**config.mk**
```make
export PLATFORM = sky130hd
export DESIGN_NAME = sac_ctrl
export DESIGN_NICKNAME = d
export VERILOG_FILES = /design/src/rtl/sac_pkg.sv /design/src/rtl/sac_ctrl.sv
export SDC_FILE = /design/constraint.sdc
export NUM_CORES = 1
export LEC_CHECK = 0
export ABC_AREA = 1
export BUFFER_PORTS_ARGS = -buffer_cell sky130_fd_sc_hd__clkbuf_2
export CAP_MARGIN = 20
export CORE_MARGIN = 2
export CORE_UTILIZATION = 30
export CTS_CLUSTER_DIAMETER = 50
export DETAILED_ROUTE_END_ITERATION = 6
export SETUP_SLACK_MARGIN = 0.2
export SLEW_MARGIN = 5
export SYNTH_ARGS = -nofsm -noshare
export SYNTH_HDL_FRONTEND = slang
export SYNTH_SLANG_ARGS = --single-unit
```
**constraint.sdc**
```tcl
create_clock -name clk -period 1.3 [get_ports clk]
set_input_delay 0 -clock clk [delete_from_list [all_inputs] [get_ports clk]]
set_output_delay 0 -clock clk [all_outputs]
set_load 0.1 [all_outputs]
```
**src/rtl/sac_pkg.sv**
```systemverilog
// Shared types and constants of the set-associative write-back cache.
// Used by sac_ctrl, sac_dp and set_assoc_writeback_cache; depends on nothing.
package sac_pkg;

    localparam int LINE_BITS = 6;
    localparam int ADDR_W    = 25;
    localparam int BLK_W     = ADDR_W - LINE_BITS;
    localparam int DATA_W    = 32;
    localparam int WIDX_W    = 4;
    localparam int SEED_W    = 16;

    typedef enum logic [1:0] {
        KIND_READ   = 2'd0,
        KIND_WRITE  = 2'd1,
        KIND_REFILL = 2'd2,
        KIND_NONE   = 2'd3
    } kind_t;

    typedef enum logic [1:0] {
        RES_READ   = 2'd0,
        RES_WRDONE = 2'd1,
        RES_WB     = 2'd2,
        RES_FETCH  = 2'd3
    } res_t;

    typedef struct packed {
        kind_t               kind;
        logic [ADDR_W-1:0]   addr;
        logic [DATA_W-1:0]   wdata;
        logic [DATA_W-1:0]   wmask;
    } req_t;

    typedef struct packed {
        res_t                kind_res;
        logic [BLK_W-1:0]    mem_blk;
        logic [WIDX_W-1:0]   word_index;
        logic [DATA_W-1:0]   data;
        logic                hit;
        logic                last;
    } rsp_t;

    typedef enum logic [3:0] {
        ST_CLEAR,
        ST_IDLE,
        ST_TAG,
        ST_DONE,
        ST_WB_RD,
        ST_WB_OUT,
        ST_FETCH,
        ST_REFILL,
        ST_FIN_RD
    } state_t;

    // Source of the data memory read address
    typedef enum logic [1:0] {
        SRC_HIT = 2'd0,
        SRC_ACC = 2'd1,
        SRC_WB  = 2'd2
    } dsrc_t;

    typedef struct packed {
        logic   latch;
        logic   tag_rd;
        logic   clr_wr;
        logic   hit_go;
        logic   miss;
        logic   dat_rd;
        dsrc_t  dsrc;
        logic   dat_wr_refill;
        logic   dat_wr_merge;
        logic   cnt_inc;
        logic   refill_done;
        logic   out_ld;
        res_t   out_sel;
    } cmd_t;

    typedef struct packed {
        logic   clr_last;
        logic   hit;
        logic   need_wb;
        logic   cnt_last;
        logic   is_write;
        logic   out_free;
    } status_t;

endpackage

```
**src/rtl/sac_ctrl.sv**
```systemverilog
// Controller state machine of the cache: sequences lookup, writeback,
// fetch and refill. Depends on sac_pkg; drives the datapath by sac_pkg::cmd_t.
module sac_ctrl (
    input  logic               clk,
    input  logic               rst_n,
    input  logic               req_valid,
    input  sac_pkg::kind_t     req_kind,
    input  sac_pkg::status_t   status,
    output sac_pkg::cmd_t      cmd,
    output logic               req_stall
);

    sac_pkg::state_t state_reg;
    sac_pkg::state_t state_next;

    // Hold the state
    always_ff @(posedge clk or negedge rst_n)
    begin
        if (!rst_n)
        begin
            state_reg <= sac_pkg::ST_CLEAR;
        end
        else
        begin
            state_reg <= state_next;
        end
    end

    // Advance the sequence and issue commands
    always_comb
    begin
        cmd        = '0;
        cmd.dsrc   = sac_pkg::SRC_HIT;
        cmd.out_sel = sac_pkg::RES_READ;
        state_next = state_reg;
        req_stall  = 1'b1;
        case (state_reg)
            sac_pkg::ST_CLEAR:
            begin
                cmd.clr_wr = 1'b1;
                if (status.clr_last)
                begin
                    state_next = sac_pkg::ST_IDLE;
                end
            end
            sac_pkg::ST_IDLE:
            begin
                req_stall = 1'b0;
                if (req_valid && (req_kind inside {sac_pkg::KIND_READ,
                                                   sac_pkg::KIND_WRITE}))
                begin
                    cmd.latch  = 1'b1;
                    cmd.tag_rd = 1'b1;
                    state_next = sac_pkg::ST_TAG;
                end
            end
            sac_pkg::ST_TAG:
            begin
                if (status.hit)
                begin
                    cmd.hit_go = 1'b1;
                    cmd.dat_rd = 1'b1;
                    cmd.dsrc   = sac_pkg::SRC_HIT;
                    state_next = sac_pkg::ST_DONE;
                end
                else
                begin
                    cmd.miss   = 1'b1;
                    state_next = status.need_wb ? sac_pkg::ST_WB_RD : sac_pkg::ST_FETCH;
                end
            end
            sac_pkg::ST_DONE:
            begin
                if (status.out_free)
                begin
                    cmd.out_ld       = 1'b1;
                    cmd.out_sel      = status.is_write ? sac_pkg::RES_WRDONE
                                                       : sac_pkg::RES_READ;
                    cmd.dat_wr_merge = status.is_write;
                    state_next       = sac_pkg::ST_IDLE;
                end
            end
            sac_pkg::ST_WB_RD:
            begin
                cmd.dat_rd = 1'b1;
                cmd.dsrc   = sac_pkg::SRC_WB;
                state_next = sac_pkg::ST_WB_OUT;
            end
            sac_pkg::ST_WB_OUT:
            begin
                if (status.out_free)
                begin
                    cmd.out_ld  = 1'b1;
                    cmd.out_sel = sac_pkg::RES_WB;
                    cmd.cnt_inc = 1'b1;
                    state_next  = status.cnt_last ? sac_pkg::ST_FETCH : sac_pkg::ST_WB_RD;
                end
            end
            sac_pkg::ST_FETCH:
            begin
                if (status.out_free)
                begin
                    cmd.out_ld  = 1'b1;
                    cmd.out_sel = sac_pkg::RES_FETCH;
                    state_next  = sac_pkg::ST_REFILL;
                end
            end
            sac_pkg::ST_REFILL:
            begin
                req_stall = 1'b0;
                if (req_valid && req_kind == sac_pkg::KIND_REFILL)
                begin
                    cmd.dat_wr_refill = 1'b1;
                    cmd.cnt_inc       = 1'b1;
                    if (status.cnt_last)
                    begin
                        cmd.refill_done = 1'b1;
                        state_next      = sac_pkg::ST_FIN_RD;
                    end
                end
            end
            sac_pkg::ST_FIN_RD:
            begin
                cmd.dat_rd = 1'b1;
                cmd.dsrc   = sac_pkg::SRC_ACC;
                state_next = sac_pkg::ST_DONE;
            end
            default:
            begin
                state_next = sac_pkg::ST_CLEAR;
            end
        endcase
    end

endmodule

```
==> impl_metrics.csv, run 1 <==
group,metric,value,unit
floorplan,die_y,44.5,um
status,outcome,"finished with violations",
sta,rsz0062_at_grt,"true",
synth,yosys_warnings,0,
global_route,grt_pass1_wl,3550,um
final_layout,largest_reg_flops,4,
final_layout,drive_gt1_share,75.0,%
pwr,power_density,2760,mW/mm^2
synth,synth_nets,93,
clock_tree,clk_pin_slew,50,ps
synth,synthMuxAreaShare,0,%
worst_setup_path,path_max_fanout,5,
clock_tree,htreeDepth,1,
sta,max-slew-margin-rel,82.8,%
floorplan,pin_count,27,
final_layout,final_nets,144,
synth,synth_cell_type_count,19,
floorplan,die_w,44.5,um
pwr,p_leak,0.592,nW
global_route,gr-total-overflow,0,
sta,final.period_utilization,114,%
clock_tree,cts_buffers,3,
global_route,gr-usage-all-layers,25.1,%
place,dp_cells,127,
clock_tree,cts_tree,"done",
synth,synth_seq_cells,4,
min_path,hp-class,"input port to async pin",
sta,period_needed,1490,ps
final_layout,area_growth,169,%
drt,postRouteAntennaNets,0,
drt,dr.first_iter.drc_count,27,
worst_setup_path,r2r_setup_slack,-110,ps
synth,synthAdderAreaFrac,0,%
sta,holdWs,81.3,ps
floorplan,coreArea,0.00152,sq mm
worst_setup_path,arrival,1490,ps
drt,viasPerCell,5.11,
drt,drc_errors,0,
synth,synth-simple-area-share,57.5,%
synth,synthArstFlopShare,100,%
drt,routed_wl,2230,um
sta,final_hold_viol_count,0,
clock_tree,root_buffer,"clkbuf_4",
status,violations,"negative setup slack",
sta,tightest_slew,257,ps
sta,finalWorstSetupSlack,-188,ps
synth,syn_area_per_cell,6.00,sq um
sta,tns,-1830,ps
clock_tree,clock_path_buffers,2,
floorplan,dieArea,0.00198,sq mm
place,place_worst_setup_slack,-10.1,ps
drt,post_drt_wl_per_cell,15.1,um
worst_setup_path,rr_startpoint,"state_reg[2]$_DFFE_PN0P_",
floorplan,initial_core_util,32.3,%
worst_setup_path,cp-start-kind,"register",
synth,synth_edf_count,0,
synth,synth_cells,82,
synth,synth_top_family_by_area,"simple AND/OR/NAND/NOR gates",
worst_setup_path,crit_type,"register to primary output",
final_layout,finalNonFillerCells,148,
worst_setup_path,worstReg2RegEnd,"state_reg[0]$_DFFE_PN0P_",
sta,skew,13.2,ps
synth,synth_compound_area_share,9.16,%
final_layout,num_antenna_cells,0,
synth,synth_seq_area_share,20.4,%
synth,synth_area,492,sq um
sta,finalMaxSlewViolations,0,
sta,fmax,672,MHz
place,place_congestion,0.876,
worst_setup_path,required,1300,ps
job,drv_cap,0,
final_layout,final_area,0.00132,sq mm
place,io_buffers,26,
global_route,grt_pass1_vias,799,
place,post-dp-hpwl,1250,um
global_route,antenna_found_initial,0,
worst_setup_path,critPathCaptureType,"primary output",
clock_tree,insertion_delay,260,ps
sta,setup_viol,20,
place,placed_area,0.00104,sq mm
pwr,ir_worst_vdd,2.40,mV
global_route,grt_max_degree,7,
clock_tree,cts.sinks,4,
drt,drtPass1Iterations,4,
floorplan,num_rows,14,
synth,synth_flop_cell,"dfrtp_1",
drt,vias,757,
worst_setup_path,r2r_cells,9,
synth,yosys.area_share.xor_xnor,0,%
==> synthesized netlist by cell type, types with 2 or more instances <==
| cell | instances | share of area, % |
|---|---|---|
| inv_2 | 4 | 3.1 |
| nand3_1 | 9 | 9.2 |
| nor2_1 | 13 | 9.9 |
| nor2_2 | 3 | 3.8 |
| nand2_2 | 7 | 8.9 |
| nand2_1 | 16 | 12 |
| o211ai_1 | 2 | 3.1 |
| a21oi_1 | 2 | 2.0 |
| nor2_4 | 2 | 4.6 |
| dfrtp_1 | 4 | 20 |
| nand2_4 | 2 | 4.6 |
| inv_1 | 11 | 8.4 |
==> placed cells by master, fill, tap and decap left out <==
| master | n |
|---|---|
| dlygate4sd3_1 | 1 |
| nand2_2 | 7 |
| o21ai_4 | 1 |
| clkbuf_2 | 10 |
| buf_12 | 17 |
| inv_1 | 7 |
| nand3_4 | 2 |
| nor2_4 | 13 |
| nand3_2 | 1 |
| nand2_1 | 10 |
| nand2_4 | 6 |
| nand4_1 | 1 |
| nor2_2 | 2 |
| clkbuf_4 | 3 |
| o211ai_1 | 2 |
| a31o_4 | 1 |
| buf_4 | 15 |
| nor2_1 | 3 |
| inv_2 | 5 |
| o22ai_1 | 1 |
| nand2_8 | 2 |
| inv_4 | 2 |
| clkinvlp_4 | 1 |
| nand3_1 | 7 |
| buf_6 | 4 |
| clkbuf_1 | 1 |
| dfrtp_2 | 4 |
| nor3_4 | 1 |
| a21oi_4 | 2 |
==> repair_timing <==
item | CTS | global route
pin swaps | 14 | 4
resized for setup | 16 | 10
setup endpoints to repair | 20 | 20
hold buffers | 1 | 0
hold endpoints to repair | 4 | 0
buffers inserted | 13 | 3
==> power breakdown <==
group | leakage (nW) | total (mW) | switching [mW] | internal [mW]
clock | 0.0150 | 0.181 | 0.0653 | 0.116
combinational | 0.531 | 3.15 | 1.96 | 1.20
sequential | 0.0461 | 0.315 | 0.132 | 0.183
==> kinds of logic after synthesis <==
group           Yosys count
compound gates            7
buf+inv                  16
flops                     4
simple gates             55
==> metrics by stage <==
stage	total power, mW	util (%)
CTS	3.34	82.7
finish	3.65	86.9
global route	3.80	86.9
floorplan	2.04	-
global placement	2.76	68.4
detailed placement	2.79	68.4
==> cell type report <==
class                   count  area, sq um
multi-input cells          62          549
repair buffers             47          558
flip-flops and latches      4          105
inverters                  15         65.1
well taps                  16         20.0
fillers                    77          200
clock buffers               4         26.3
==> how the worst max path moves through the flow <==
stage | end | from | slack [ps]
after floorplan | cmd[4] | state_reg[3]$_DFFE_PN0P_ | -410
after global placement | state_reg[3]$_DFFE_PN0P_ | state_reg[2]$_DFFE_PN0P_ | 30
after detailed placement | state_reg[0]$_DFFE_PN0P_ | state_reg[2]$_DFFE_PN0P_ | -10
after CTS | cmd[4] | state_reg[3]$_DFFE_PN0P_ | -120
after global routing | cmd[4] | state_reg[0]$_DFFE_PN0P_ | -220
final | cmd[4] | state_reg[0]$_DFFE_PN0P_ | -190
==> worst max-delay path, stage by stage (launching register included) <==
cell and delay (ps):
dfrtp_2 480, inv_4 130, nor2_4 60, buf_4 160, a31o_4 240, buf_12 160
==> layer usage <==
layer | routed length (um) | global-route usage, %
met1 | 848 | 29.4
met5 | 0 | 0
met4 | 54 | 10.3
met3 | 143 | 5.31
met2 | 1190 | 43.8
Power figures use the tool's default switching activity.
==> inputs of run 2 (changes only) <==
--- a/config.mk
+++ b/config.mk
@@ -8,11 +8,12 @@
 export ABC_AREA = 1
 export BUFFER_PORTS_ARGS = -buffer_cell sky130_fd_sc_hd__clkbuf_2
 export CAP_MARGIN = 20
+export CORE_ASPECT_RATIO = 1.2
 export CORE_MARGIN = 2
 export CORE_UTILIZATION = 30
 export CTS_CLUSTER_DIAMETER = 50
+export CTS_CLUSTER_SIZE = 28
 export DETAILED_ROUTE_END_ITERATION = 6
-export SETUP_SLACK_MARGIN = 0.2
 export SLEW_MARGIN = 5
 export SYNTH_ARGS = -nofsm -noshare
 export SYNTH_HDL_FRONTEND = slang
==> impl_metrics.csv, run 2 (synthesis gave the netlist of run 1 again) <==
group,metric,value,unit
status,outcome,"finished with violations",
status,violations,"negative setup slack",
sta,max-slew-margin-rel,81.1,%
clock_tree,clock_path_buffers,2,
place,post-dp-hpwl,1260,um
final_layout,largest_reg_flops,4,
global_route,grt_max_degree,6,
pwr,ir_worst_vdd,1.82,mV
worst_setup_path,critPathCaptureType,"primary output",
pwr,power_density,2670,mW/mm^2
final_layout,final_common_cell,"buf_12",
drt,drc_errors,0,
global_route,grt_pass1_vias,758,
sta,tns,-1430,ps
place,place_congestion,0.914,
worst_setup_path,critPathSlowestCell,"dfrtp_2",
final_layout,final_nets,143,
sta,final_hold_viol_count,0,
worst_setup_path,r2r_setup_slack,-90,ps
sta,skew,6.57,ps
worst_setup_path,required,1300,ps
final_layout,area_growth,175,%
floorplan,die_w,41.0,um
worst_setup_path,arrival,1430,ps
floorplan,coreArea,0.00158,sq mm
pwr,p_leak,0.590,nW
floorplan,pin_count,27,
global_route,grt_pass1_wl,3100,um
place,dp_cells,129,
global_route,antenna_found_initial,0,
worst_setup_path,max_stage_delay,430,ps
drt,dr.first_iter.drc_count,19,
sta,fmax,698,MHz
global_route,grt_use_met1,25.8,%
min_path,hp-class,"input port to async pin",
drt,drtPass1Iterations,4,
drt,vias,785,
sta,final.period_utilization,110,%
sta,period_needed,1430,ps
sta,setup_viol,19,
job,drv_cap,0,
sta,tightest_slew,283,ps
sta,finalMaxSlewViolations,0,
drt,post_drt_wl_per_cell,15.3,um
drt,postRouteAntennaNets,0,
final_layout,layout_common_cells,"buf_12 (17), nor2_4 (14), buf_4 (13), nand2_1 (10), clkbuf_2 (10)",
drt,viasPerCell,5.27,
final_layout,num_antenna_cells,0,
clock_tree,cts_buffers,3,
clock_tree,htreeDepth,1,
floorplan,dieArea,0.00198,sq mm
global_route,gr-usage-all-layers,22.4,%
worst_setup_path,path_max_fanout,3,
global_route,grt-busiest-layer,"met2",
floorplan,initial_core_util,31.1,%
clock_tree,insertion_delay,230,ps
place,io_buffers,26,
worst_setup_path,cp_cell_sequence,"inv_2, nand2_4, buf_6, nor2_4, nand2_2, o21ai_4, buf_12",
floorplan,num_rows,16,
global_route,grt_use_met3,3.67,%
final_layout,finalNonFillerCells,149,
drt,routed_wl,2280,um
final_layout,drive_gt1_share,77.9,%
worst_setup_path,crit_type,"register to primary output",
clock_tree,cts.sinks,4,
worst_setup_path,cp-start-kind,"register",
clock_tree,clk_pin_slew,40,ps
clock_tree,cts_tree,"done",
global_route,met2_usage,35.7,%
floorplan,die_y,48.4,um
clock_tree,root_buffer,"clkbuf_4",
sta,finalWorstSetupSlack,-134,ps
sta,rsz0062_at_grt,"true",
global_route,gr-total-overflow,0,
run 2: where the power goes:
part	switching (mW)	total, mW	internal, mW
sequential	0.111	0.295	0.184
clock	0.0482	0.163	0.115
combinational	1.99	3.15	1.16
total	2.15	3.61	1.46
run 2: layout make-up:
cell class                 instances  area [sq um]
fill                              75           229
clock buffer                       4          26.3
tap                               18          22.5
timing repair buffer              46           554
sequential                         4           105
inverter                          15          70.1
multi-input combinational         62           574
run 2: worst max-delay path, delay by kind of cell (launching register included):
kind / cells / cell delay [ps]
and+or+nand+nor: 3 / 280
buffers and inverters: 3 / 420
AOI/OAI and AO/OA: 1 / 70
DFF: 1 / 430
run 2: path summary, 6_finish.rpt:
| check | start | end | depth (start not counted) |
|---|---|---|---|
| min reg2reg | state_reg[2]$_DFFE_PN0P_ | state_reg[2]$_DFFE_PN0P_ | 3 |
| max reg2reg | state_reg[2]$_DFFE_PN0P_ | state_reg[0]$_DFFE_PN0P_ | 8 |
| max | state_reg[3]$_DFFE_PN0P_ | cmd[0] | 7 |
| max in group asynchronous | rst_n | state_reg[1]$_DFFE_PN0P_ | 2 |
| min | rst_n | state_reg[2]$_DFFE_PN0P_ | 2 |
| min in group clk | status[2] | state_reg[1]$_DFFE_PN0P_ | 5 |
run 2: per-layer routing:
metal / vias up / part of all wire (%)
li1: 357 / -
met1: 372 / 35
met2: 46 / 56
met3: 10 / 5.8
met4: 0 / 3.4
met5: - / 0
run 2: what timing repair did:
item                                    in CTS  in global routing
hold buffers                                 1                  0
pin swaps                                   16                 15
endpoints found under the setup margin      17                 20
hold endpoints to repair                     4                  0
resized for setup                           24                 15
setup buffers                               12                  3
run 2: stage by stage:
stage / setup WS, ps / utilization, % / total power [mW] / cell area, sq um / hold WS, ps
global route: -179 / 85.5 / 3.76 / 1350 / 112
global placement: 1.77 / 65.1 / 2.71 / 1030 / -191
floorplan: -413 / - / 2.00 / 627 / -296
finish: -134 / 85.5 / 3.61 / 1350 / 107
CTS: -94.7 / 80.1 / 3.33 / 1270 / 94.4
detailed placement: -23.2 / 65.1 / 2.73 / 1030 / -189
==> inputs of run 3 (changes only) <==
--- a/config.mk
+++ b/config.mk
@@ -5,7 +5,6 @@
 export SDC_FILE = /design/constraint.sdc
 export NUM_CORES = 1
 export LEC_CHECK = 0
-export ABC_AREA = 1
 export BUFFER_PORTS_ARGS = -buffer_cell sky130_fd_sc_hd__clkbuf_2
 export CAP_MARGIN = 20
 export CORE_ASPECT_RATIO = 1.2
==> impl_metrics.csv, run 3 <==
group,metric,value,unit
floorplan,initial_core_util,31.4,%
min_path,hp-class,"input port to async pin",
synth,synthArstFlopShare,100,%
global_route,grt_pass1_wl,4000,um
sta,fmax,601,MHz
pwr,switchingPower,2.18,mW
clock_tree,htreeDepth,1,
final_layout,layout_common_cells,"buf_4 (21), buf_12 (17), buf_6 (14), clkbuf_2 (10)",
global_route,gr-usage-all-layers,24.1,%
sta,setup_viol,20,
drt,vias,884,
worst_setup_path,critPathSlowestCell,"dfrtp_2",
drt,viasPerCell,5.56,
sta,skew,7.70,ps
synth,yosys_warnings,0,
synth,synth_top_area_share,17.4,%
synth,synth_area_leaders,"dfrtp_1 (17%), nand2b_1 (5.4%), mux2i_1 (5.2%)",
floorplan,pin_count,27,
final_layout,area_growth,168,%
global_route,met2_usage,40.9,%
clock_tree,cts_buffers,3,
final_layout,final_common_cell,"buf_4",
final_layout,drive_gt1_share,70.7,%
worst_setup_path,required,1420,ps
sta,rsz0062_at_grt,"true",
clock_tree,cts.sinks,4,
final_layout,fillCellCount,99,
place,place_worst_setup_slack,-309,ps
pwr,ir_worst_vdd,2.17,mV
worst_setup_path,cp-startpoint,"state_reg[3]$_DFFE_PN0P_",
drt,post_drt_wl_per_cell,17.0,um
worst_setup_path,path_max_fanout,4,
floorplan,die_w,43.9,um
synth,synth_cells,79,
pwr,p_comb_share,89.9,%
clock_tree,insertion_delay,240,ps
pwr,total_power,4.26,mW
worst_setup_path,arrival,1790,ps
synth,synth_seq_area_share,17.4,%
drt,drtPass1Iterations,4,
pwr,swShare,51.3,%
drt,postRouteAntennaNets,0,
pwr,p_leak,0.665,nW
place,io_buffers,26,
global_route,grt_use_met1,29.8,%
floorplan,die_y,51.9,um
sta,finalMaxSlewViolations,0,
final_layout,regArea,105,sq um
floorplan,dieArea,0.00228,sq mm
drt,dr.first_iter.drc_count,12,
synth,synth_nets,90,
place,post-dp-hpwl,1620,um
clock_tree,cts_tree,"done",
clock_tree,clock_path_buffers,2,
global_route,grt_pass1_vias,848,
global_route,grt_max_degree,16,
floorplan,coreArea,0.00183,sq mm
worst_setup_path,critPathCaptureType,"register",
synth,syn_area_per_cell,7.27,sq um
sta,max-slew-margin-rel,78.7,%
global_route,antenna_found_initial,0,
synth,synth_top_area_cell,"dfrtp_1",
place,place_congestion,0.844,
sta,finalWorstSetupSlack,-364,ps
synth,synth_flop_cell,"dfrtp_1",
worst_setup_path,crit_type,"register to register",
pwr,power.share.sequential,6.2,%
floorplan,num_rows,17,
synth,synth_common_cells,"inv_1 (6), nand2_1 (6), a21oi_1 (5), nand2b_1 (5), nor2_1 (5)",
pwr,power_density,2760,mW/mm^2
global_route,grt-busiest-layer,"met2",
pwr,p_int,2.07,mW
pwr,clockPowerShare,3.9,%
status,outcome,"finished with violations",
worst_setup_path,rr_startpoint,"state_reg[3]$_DFFE_PN0P_",
final_layout,post-route-util,84.2,%
synth,synth_cell_type_count,34,
global_route,grt_use_met3,3.13,%
synth,synth_area,574,sq um
final_layout,largest_reg_flops,4,
final_layout,final_nets,153,
worst_setup_path,cp_cell_sequence,"buf_6, nor4_4, a222oi_1, buf_4, o21a_1, a32o_1",
sta,tns,-4890,ps
sta,tightest_slew,318,ps
sta,holdWs,110,ps
synth,synth_edf_count,0,
global_route,gr-total-overflow,0,
worst_setup_path,max_stage_delay,440,ps
clock_tree,clk_pin_slew,50,ps
status,violations,"negative setup slack",
sta,period_needed,1660,ps
clock_tree,root_buffer,"clkbuf_4",
final_layout,num_antenna_cells,0,
synth,synth_seq_cells,4,
drt,routed_wl,2700,um
job,drv_cap,0,
sta,final_hold_viol_count,0,
sta,final.period_utilization,128,%
final_layout,multiInputGateArea,593,sq um
drt,drc_errors,0,
worst_setup_path,cp-start-kind,"register",
run 3: layer usage:
layer | vias to the layer above | wire, um
met5 | - | 0
met4 | 0 | 122
li1 | 410 | -
met2 | 34 | 1470
met3 | 12 | 95
met1 | 428 | 1020
run 3: power by group through the flow:
stage	registers [mW]	clock network (mW)	logic (mW)
2_1_floorplan	0.228	0	1.99
3_3_place_gp	0.264	0	3.00
3_5_place_dp	0.270	0	3.06
4_1_cts	0.249	0.164	3.59
5_1_grt	0.266	0.173	3.99
6_report	0.264	0.166	3.83
run 3: path summary, 6_finish.rpt:
| kind | to | slack, ps | depth (start not counted) |
|---|---|---|---|
| hold / removal | state_reg[3]$_DFFE_PN0P_ | 110 | 2 |
| max in group asynchronous | state_reg[1]$_DFFE_PN0P_ | 1040 | 2 |
| setup / recovery | state_reg[2]$_DFFE_PN0P_ | -360 | 6 |
| hold reg to reg | state_reg[1]$_DFFE_PN0P_ | 760 | 2 |
| setup reg to reg | state_reg[2]$_DFFE_PN0P_ | -360 | 6 |
| min in group clk | state_reg[1]$_DFFE_PN0P_ | 160 | 4 |
run 3: logic make-up (layout without fill, tap and decap cells):
| kind of cell | after synthesis | in the layout | synth area share (%) |
|---|---|---|---|
| buf+inv | 14 | 75 | 11.5 |
| simple gates | 40 | 40 | 43.1 |
| compound gates | 16 | 16 | 19.6 |
| mux | 3 | 3 | 5.23 |
| xor+xnor | 2 | 2 | 3.05 |
| flops | 4 | 4 | 17.4 |
run 3: what timing repair did:
action                     CTS  global route
hold endpoints to repair     4             0
setup endpoints to repair   20            20
buffers inserted            14             6
pin swaps                    6             9
resized for setup           26            11
cloned                       0             1
hold buffers                 1             0
run 3: layout make-up:
| class | count | area share (%) |
|---|---|---|
| clock buffers | 3 | 1.46 |
| inverters | 6 | 1.62 |
| multi-input cells | 61 | 38.5 |
| flip-flops and latches | 4 | 6.82 |
| well taps | 19 | 1.54 |
| repair buffers | 66 | 50.0 |
run 3: worst max-delay path: cells and delay by family (launching register included):
kind / cells / cell delay, ps
AND/OR/NAND/NOR: 1 / 280
buffers and inverters: 2 / 290
flip-flops: 1 / 440
AO/OA/AOI/OAI: 3 / 530
run 3: stage by stage:
| stage | std cells | area, sq um |
|---|---|---|
| 2_1_floorplan | 79 | 726 |
| 3_3_place_gp | 137 | 1230 |
| 3_5_place_dp | 137 | 1230 |
| 4_1_cts | 155 | 1450 |
| 5_1_grt | 159 | 1540 |
| 6_report | 159 | 1540 |
